`src/sv/ssf_pkg.sv`:
```
// ----------------------------------------------------------------------------
// ssf_pkg: shared types and constants for the stream substring finder
// Word layouts of both channels, configuration register indexes, ASCII
// folding constants and the case-folding helper.
// ----------------------------------------------------------------------------
`default_nettype none

package ssf_pkg;

  // Default maximum needle length in bytes
  localparam int unsigned MAX_NEEDLE_DEF = 16;

  // Configuration register index width and data width
  localparam int unsigned CFG_IDX_W  = 3;
  localparam int unsigned CFG_DATA_W = 64;

  // Needle length register width (values 0 to 31)
  localparam int unsigned LEN_W = 5;

  // ASCII folding constants
  localparam logic [7:0] ASCII_UPPER_A = 8'h41;
  localparam logic [7:0] ASCII_UPPER_Z = 8'h5A;
  localparam logic [7:0] ASCII_CASE_DELTA = 8'h20;

  // Configuration register indexes
  typedef enum logic [CFG_IDX_W-1:0] {
    REG_NEEDLE_LOW    = 3'd0,
    REG_NEEDLE_HIGH   = 3'd1,
    REG_NEEDLE_LENGTH = 3'd2,
    REG_MATCH_CASE    = 3'd3,
    REG_START_OFFSET  = 3'd4
  } cfg_reg_e;

  // Input word: one haystack byte plus end-of-range marker
  typedef struct packed {
    logic [7:0] data_byte;
    logic       last;
  } in_word_t;

  // Result word
  typedef struct packed {
    logic        found;
    logic [63:0] match_offset;
  } out_word_t;

  // Fold ASCII A-Z to lower case unless exact matching is selected
  function automatic logic [7:0] fold_byte(input logic [7:0] b, input logic exact);
    logic [7:0] res;
    res = b;
    if (!exact && (b >= ASCII_UPPER_A) && (b <= ASCII_UPPER_Z)) begin
      res = b + ASCII_CASE_DELTA;
    end
    return res;
  endfunction

endpackage

`default_nettype wire

```
`src/sv/stream_substring_finder_unit.sv`:
```
// ----------------------------------------------------------------------------
// stream_substring_finder_unit: first-match search of a needle in a byte stream
// Compares each incoming byte, together with the window of preceding bytes,
// against a configured needle of up to MAX_NEEDLE bytes, with optional ASCII
// case folding, and reports the absolute offset of the first match.
// ----------------------------------------------------------------------------
// Usage:
//   Input channel (in_valid_i / in_ready_o / in_word_i) carries one haystack
//   byte per word; the word with last set closes the search range. Output
//   channel (out_valid_o / out_ready_i / out_word_o) carries at most one word
//   per range: found=1 with the match start offset at the first match, or
//   found=0 (offset 0) on the last byte when nothing matched.
//   Throughput: one input word per cycle while the output is not stalled.
//   A result is in the output register the cycle after its byte is accepted.
//   The window compare for all needle lengths runs in parallel in the cycle
//   a byte is accepted; the output register is the only pipeline stage.
//   Bytes after a match are consumed without results until the last byte,
//   which clears window, byte count and match flag.
//   Receiver stall: a pending result sits in the output register; the input
//   stays ready as long as the register is empty or being drained.
//   Reset: registers take their reset values (needle empty, exact matching,
//   start offset 0), window and counters clear, output goes invalid.
//   Configuration writes (cfg_we_i, cfg_idx_i, cfg_data_i) apply at once.
// ----------------------------------------------------------------------------
`default_nettype none

module stream_substring_finder_unit
  import ssf_pkg::*;
#(
  parameter int unsigned MAX_NEEDLE = MAX_NEEDLE_DEF
) (
  input  wire logic                  clk_i,
  input  wire logic                  rst_ni,
  // configuration write port
  input  wire logic                  cfg_we_i,
  input  wire logic [CFG_IDX_W-1:0]  cfg_idx_i,
  input  wire logic [CFG_DATA_W-1:0] cfg_data_i,
  // input stream
  input  wire logic                  in_valid_i,
  output logic                       in_ready_o,
  input  wire in_word_t              in_word_i,
  // result stream
  output logic                       out_valid_o,
  input  wire logic                  out_ready_i,
  output out_word_t                  out_word_o
);

  localparam int unsigned WinDepth = (MAX_NEEDLE > 1) ? MAX_NEEDLE - 1 : 1;
  localparam int unsigned CntW     = $clog2(MAX_NEEDLE + 1);
  localparam int unsigned CmpW     = LEN_W + 1;

  // configuration registers
  logic [127:0]      needle_q;
  logic [LEN_W-1:0]  len_q;
  logic              exact_q;
  logic [63:0]       start_q;

  // range state
  logic [7:0]        win_q [WinDepth];
  logic [63:0]       seen_q;
  logic [CntW-1:0]   cnt_q;
  logic              done_q;

  // output register
  logic              out_valid_q;
  out_word_t         out_q;

  // datapath
  logic              in_acc;
  logic [7:0]        cur_f;
  logic [7:0]        win_f [WinDepth];
  logic [7:0]        ndl_f [MAX_NEEDLE];
  logic [MAX_NEEDLE-1:0] match_len;
  logic              len_ok;
  logic              enough;
  logic              hit;
  logic [63:0]       offset;

  // ---------------------------------------------------------------------------
  // Handshake
  assign in_ready_o  = !out_valid_q || out_ready_i;
  assign in_acc      = in_valid_i && in_ready_o;
  assign out_valid_o = out_valid_q;
  assign out_word_o  = out_q;

  // ---------------------------------------------------------------------------
  // Configuration registers
  always_ff @(posedge clk_i or negedge rst_ni) begin
    if (!rst_ni) begin
      needle_q <= '0;
      len_q    <= '0;
      exact_q  <= 1'b1;
      start_q  <= '0;
    end else if (cfg_we_i) begin
      case (cfg_reg_e'(cfg_idx_i))
        REG_NEEDLE_LOW:    needle_q[63:0]   <= cfg_data_i;
        REG_NEEDLE_HIGH:   needle_q[127:64] <= cfg_data_i;
        REG_NEEDLE_LENGTH: len_q            <= cfg_data_i[LEN_W-1:0];
        REG_MATCH_CASE:    exact_q          <= cfg_data_i[0];
        REG_START_OFFSET:  start_q          <= cfg_data_i;
        default: ;
      endcase
    end
  end

  // ---------------------------------------------------------------------------
  // Case folding of incoming byte, window and needle
  always_comb begin
    cur_f = fold_byte(in_word_i.data_byte, exact_q);
    for (int k = 0; k < WinDepth; k++) begin
      win_f[k] = fold_byte(win_q[k], exact_q);
    end
    for (int i = 0; i < MAX_NEEDLE; i++) begin
      ndl_f[i] = fold_byte(needle_q[8*i +: 8], exact_q);
    end
  end

  // ---------------------------------------------------------------------------
  // Parallel compare: one match flag per possible needle length.
  // Needle byte l-1 lines up with the new byte, byte i with window l-2-i.
  always_comb begin
    for (int l = 1; l <= MAX_NEEDLE; l++) begin
      match_len[l-1] = (cur_f == ndl_f[l-1]);
      for (int i = 0; i < l - 1; i++) begin
        if (win_f[l-2-i] != ndl_f[i]) begin
          match_len[l-1] = 1'b0;
        end
      end
    end
  end

  // Select by configured length, require enough bytes of this range
  always_comb begin
    len_ok = (len_q != '0) && (CmpW'(len_q) <= CmpW'(MAX_NEEDLE));
    enough = (CmpW'(cnt_q) >= (CmpW'(len_q) - CmpW'(1)));
    hit    = 1'b0;
    for (int l = 1; l <= MAX_NEEDLE; l++) begin
      if (match_len[l-1] && (len_q == LEN_W'(l))) begin
        hit = 1'b1;
      end
    end
    hit    = hit && len_ok && enough;
    offset = start_q + seen_q + 64'd1 - 64'(len_q);
  end

  // ---------------------------------------------------------------------------
  // Range state: window shift, byte counters, match flag
  always_ff @(posedge clk_i or negedge rst_ni) begin
    if (!rst_ni) begin
      for (int k = 0; k < WinDepth; k++) begin
        win_q[k] <= '0;
      end
      seen_q <= '0;
      cnt_q  <= '0;
      done_q <= 1'b0;
    end else if (in_acc) begin
      if (in_word_i.last) begin
        for (int k = 0; k < WinDepth; k++) begin
          win_q[k] <= '0;
        end
        seen_q <= '0;
        cnt_q  <= '0;
        done_q <= 1'b0;
      end else if (!done_q) begin
        win_q[0] <= in_word_i.data_byte;
        for (int k = 1; k < WinDepth; k++) begin
          win_q[k] <= win_q[k-1];
        end
        seen_q <= seen_q + 64'd1;
        if (cnt_q != CntW'(MAX_NEEDLE)) begin
          cnt_q <= cnt_q + CntW'(1);
        end
        done_q <= hit;
      end
    end
  end

  // ---------------------------------------------------------------------------
  // Output register
  always_ff @(posedge clk_i or negedge rst_ni) begin
    if (!rst_ni) begin
      out_valid_q <= 1'b0;
    end else if (in_acc && !done_q && (hit || in_word_i.last)) begin
      out_valid_q <= 1'b1;
    end else if (out_ready_i) begin
      out_valid_q <= 1'b0;
    end
  end

  always_ff @(posedge clk_i) begin
    if (in_acc && !done_q && (hit || in_word_i.last)) begin
      out_q.found        <= hit;
      out_q.match_offset <= hit ? offset : 64'd0;
    end
  end

  // ---------------------------------------------------------------------------
  // Assertions
  a_last_clears: assert property (@(posedge clk_i) disable iff (!rst_ni)
    (in_acc && in_word_i.last) |=> (seen_q == 64'd0 && cnt_q == '0 && !done_q))
    else $error("range state not cleared after last word");

  a_hit_sets_done: assert property (@(posedge clk_i) disable iff (!rst_ni)
    (in_acc && !done_q && hit && !in_word_i.last) |=> done_q)
    else $error("match flag not set after a match");

  a_miss_zero_offset: assert property (@(posedge clk_i) disable iff (!rst_ni)
    (out_valid_o && !out_word_o.found) |-> (out_word_o.match_offset == 64'd0))
    else $error("not-found result carries a nonzero offset");

  a_quiet_after_match: assert property (@(posedge clk_i) disable iff (!rst_ni)
    (in_acc && done_q && out_ready_i) |=> !out_valid_q)
    else $error("result produced after the range already matched");

endmodule

`default_nettype wire
```
`config.mk`:
```
export PLATFORM = sky130hd
export DESIGN_NAME = stream_substring_finder_unit
export DESIGN_NICKNAME = d
export VERILOG_FILES = /design/src/sv/ssf_pkg.sv /design/src/sv/stream_substring_finder_unit.sv
export SDC_FILE = /design/constraint.sdc
export NUM_CORES = 2
export LEC_CHECK = 0
export BUFFER_PORTS_ARGS = -buffer_cell sky130_fd_sc_hd__buf_2
export CAP_MARGIN = 20
export CORE_MARGIN = 4
export CORE_UTILIZATION = 40
export CTS_BUF_LIST = sky130_fd_sc_hd__clkbuf_4
export DETAILED_ROUTE_END_ITERATION = 6
export GPL_TIMING_DRIVEN = 0
export HOLD_SLACK_MARGIN = 0.08
export PLACE_DENSITY = 0.68
export SYNTH_ARGS = -nofsm -noshare
export SYNTH_HDL_FRONTEND = slang
export SYNTH_SLANG_ARGS = --single-unit
```
`constraint.sdc`:
```
create_clock -name clk_i -period 9.95 [get_ports clk_i]
set_input_delay 1.4925 -clock clk_i [delete_from_list [all_inputs] [get_ports clk_i]]
set_output_delay 1.4925 -clock clk_i [all_outputs]
set_load 0.02 [all_outputs]
```
==> metrics.txt <==
height of the die=321 um; Post-Syn Instances=4623; met2 GRT Util=0.599; M3 GR Usage=0.113; number of distinct library cell variants in the gate-level netlist after synthesis=86; final setup margin=2280 ps; Bufs on Longest Clock Path=3; number of buffers added by the clock tree synthesis step=135; Initial Utilization=0.405; total congestion overflow after global routing=0; PnR Total Power=0.00883 W; clock-pin slew reported for the worst setup and hold paths after clock tree synthesis=80 ps; worst slew margin relative to its limit=0.118; number of DRC violations after detailed-routing iteration 0=4913; worst setup timing slack at the placement stage=1770 ps; pin count of the biggest net entering global routing=118; total of endpoints with negative setup slack in the final report=0; clock net sink count=454; placement row count=114; Hold Fails Final Rpt=0; final-layout setup total negative slack=0 ps; total via count after detailed routing=38811; count of final max-slew check failures=0; clock tree from TritonCTS=yes; required time of the critical path=10680 ps; Crit Path Class=register to register; post-synthesis instance area=39300 um2; EDFF count, synth=65; GR Layer Usage met1=0.512; setup repair after global routing missed its margin=false; Arr. time, crit path=8400 ps; CP max FO=19; final worst clock skew=133 ps; mean area per synthesized cell=8.49 um2; count of nets after finishing=5241; class of the tightest hold or removal check=primary input to asynchronous set/reset pin; IO Pins=148; busiest grt layer=met2; worst reg2reg setup slack=2280 ps; RD Place Congestion=1.04; synthesized netlist net count=4878; clock latency of the later-clocked register in the worst-skew pair=1130 ps; Area Growth Syn to Fin=13.4%; share of async-settable or async-resettable flops after synthesis=0.857; startpoint class of the critical path=register; Maximum Capacitance Violations=0; largest vdd supply drop=0.0000957 V; upper clock frequency limit=0.130 GHz; post-CTS resize count=0; via count of the first global-routing pass=37146; total DRC errors in the routed layout=0; initial antenna violation count=9; Clk Tree Root Cell=sky130_fd_sc_hd__clkbuf_4; ratio of routed vias to standard cells=6.11; transition time of the tightest slew-check pin=1320 ps; Post-CTS Setup Repair Bufs=0; area of the core=97000 um2; routed wire length=213000 um; floorplan die width=321 um; result of the run=complete, no violations; Avg WL per Cell=33.5 um; ratio of cells with drive above 1 in the final layout=0.138; Main synth FF type=sky130_fd_sc_hd__dfrtp_1; static leakage=18.1 nW; standard cell with the maximum stage delay on the critical path=sky130_fd_sc_hd__clkbuf_1; worst path cell trace=clkbuf_1 -> inv_1 -> a21oi_1 -> a31oi_2 -> buf_4 -> xnor2_1 -> nor4_1 -> nand4_1 -> nor4_1 -> a311oi_1 -> o2111ai_1 -> nand2b_1 -> buf_6 -> a211oi_4 -> buf_8 -> buf_8 -> buf_8; buffering stage count on the worst path with inverters included=7; final core utilization=0.459; gr usage total=0.403; global-route wire length before repair=291000 um; iteration count of the initial detailed-routing pass=6; sum of net half-perimeters after detailed placement=162000 um; overall die area=103000 um2; H-tree depth=4; Buffers on Ports=144; power per standard cell area=198 nW/um2; Slowest Stage Delay on Critical Path=940 ps; count of state elements after synthesis=454; ratio of final minimum period to clock period=0.771; post-route minimum period=7670 ps; most repeated library cell on the critical path=sky130_fd_sc_hd__buf_8; Largest delay share family, worst path=buffers and inverters; crit path capture type=register; antenna violation net count after detailed routing=0; Hold-fix buffers, CTS=0; sequential area share after synthesis=0.298; Syn. warnings=0
[placed cells by master (no fill, tap or decap), types with 56 or more instances in the layout]
cell	synthesis	final
sky130_fd_sc_hd__clkbuf_1	172	172
sky130_fd_sc_hd__xor2_1	409	409
sky130_fd_sc_hd__nand4_1	191	191
sky130_fd_sc_hd__inv_1	386	386
sky130_fd_sc_hd__buf_2	97	253
sky130_fd_sc_hd__mux2_2	61	61
sky130_fd_sc_hd__nand2_1	313	313
sky130_fd_sc_hd__nand3_1	100	100
sky130_fd_sc_hd__ha_1	169	169
sky130_fd_sc_hd__o21ai_0	241	240
sky130_fd_sc_hd__nor4_1	173	171
sky130_fd_sc_hd__dfrtp_1	388	388
sky130_fd_sc_hd__buf_1	85	82
sky130_fd_sc_hd__a22o_1	89	89
sky130_fd_sc_hd__a21oi_1	131	131
sky130_fd_sc_hd__clkbuf_4	0	182
sky130_fd_sc_hd__xnor2_1	719	719
sky130_fd_sc_hd__nor2_1	228	228
sky130_fd_sc_hd__a21o_1	56	56
sky130_fd_sc_hd__nor3_1	122	119
sky130_fd_sc_hd__edfxtp_1	65	65
[synth_stat cells (22+ instances only)]
library cell	n	share of area
sky130_fd_sc_hd__xnor2_1	719	0.16
sky130_fd_sc_hd__a31oi_1	29	0.0046
sky130_fd_sc_hd__nand2b_1	30	0.0048
sky130_fd_sc_hd__xor2_1	409	0.091
sky130_fd_sc_hd__a31o_2	26	0.0058
sky130_fd_sc_hd__nand3_1	100	0.013
sky130_fd_sc_hd__a21oi_1	131	0.017
sky130_fd_sc_hd__a22o_1	89	0.020
sky130_fd_sc_hd__o22ai_1	31	0.0049
sky130_fd_sc_hd__a21o_1	56	0.011
sky130_fd_sc_hd__o21ai_0	241	0.031
sky130_fd_sc_hd__buf_2	97	0.012
sky130_fd_sc_hd__inv_1	386	0.037
sky130_fd_sc_hd__nand2_1	313	0.030
sky130_fd_sc_hd__nor4_1	173	0.028
sky130_fd_sc_hd__ha_1	169	0.054
sky130_fd_sc_hd__nor3_1	122	0.016
sky130_fd_sc_hd__buf_1	85	0.0081
sky130_fd_sc_hd__nand4_1	191	0.030
sky130_fd_sc_hd__mux2_2	61	0.017
sky130_fd_sc_hd__nor2_1	228	0.022
sky130_fd_sc_hd__edfxtp_1	65	0.050
sky130_fd_sc_hd__clkbuf_1	172	0.016
sky130_fd_sc_hd__nor3b_1	22	0.0042
sky130_fd_sc_hd__dfrtp_1	388	0.25
[worst paths after layout]
| check | from | endpoint | cells after the start |
|---|---|---|---|
| min reg2reg | win_q[79] | win_q[71] | 2 |
| max in group asynchronous | rst_ni | needle_q[48] | 3 |
| max | needle_q[12] | out_word_o[58] | 17 |
| min | rst_ni | win_q[91] | 1 |
| min in group clk_i | win_q[79] | win_q[71] | 2 |
| max reg2reg | needle_q[12] | out_word_o[58] | 17 |
[cell type report]
type                            count  area (um2)
Tap cell                         1276        1600
Buffer                            374        1630
Clock inverter                     38         236
Inverter                          400        1500
Sequential cell                   454       11700
Multi-Input combinational cell   3395       24500
Timing Repair Buffer              226        1930
Clock buffer                      182        1370
Antenna cell                       10        25.0
Fill cell                        9669       52500
[through the flow]
step / area [um2] / instances / hold WS, ps
final: 44500 / 6355 / 395
after global placement: 41600 / 6043 / 514
after CTS: 44400 / 6339 / 371
after detailed placement: 42800 / 6119 / 527
after global routing: 44500 / 6349 / 409
after floorplan: 39300 / 4623 / 487
[sequential cells by signal (all words and copies together) (netlist names)]
signal and count:
out_word_o 65, exact_q 1, start_q 64, cnt_q 5, done_q 1, seen_q 64, out_valid_o 1, needle_q 128
win_q 120, len_q 5
[power breakdown]
part / switching [W] / internal (W) / leakage, nW
clock network: 0.000924 / 0.000881 / 0.958
logic: 0.00314 / 0.00164 / 11.4
registers: 0.000167 / 0.00208 / 5.67
[layer usage]
layer / vias to the layer above / part of all wire
met2: 2515 / 0.42
met3: 702 / 0.10
li1: 16555 / -
met4: 0 / 0.078
met5: - / 0
met1: 19039 / 0.40
[worst register-to-register path: cells and delay by family (launching register included)]
family / cells / cell delay [ps]
and+or+nand+nor: 4 / 1680
DFF: 1 / 320
xor gates and xnor gates: 1 / 170
buffers and inverters: 7 / 2820
AOI/OAI and AO/OA: 5 / 2300
[logic make-up after synthesis]
logic type      Yosys count  share of synthesized area
fa+ha+maj               174                     0.0564
flops                   454                      0.298
xor+xnor               1128                      0.252
simple gates           1270                      0.164
mux                      62                     0.0177
compound gates          761                      0.133
buf+inv                 774                     0.0797
No activity file was read; power rests on OpenSTA's default activity.
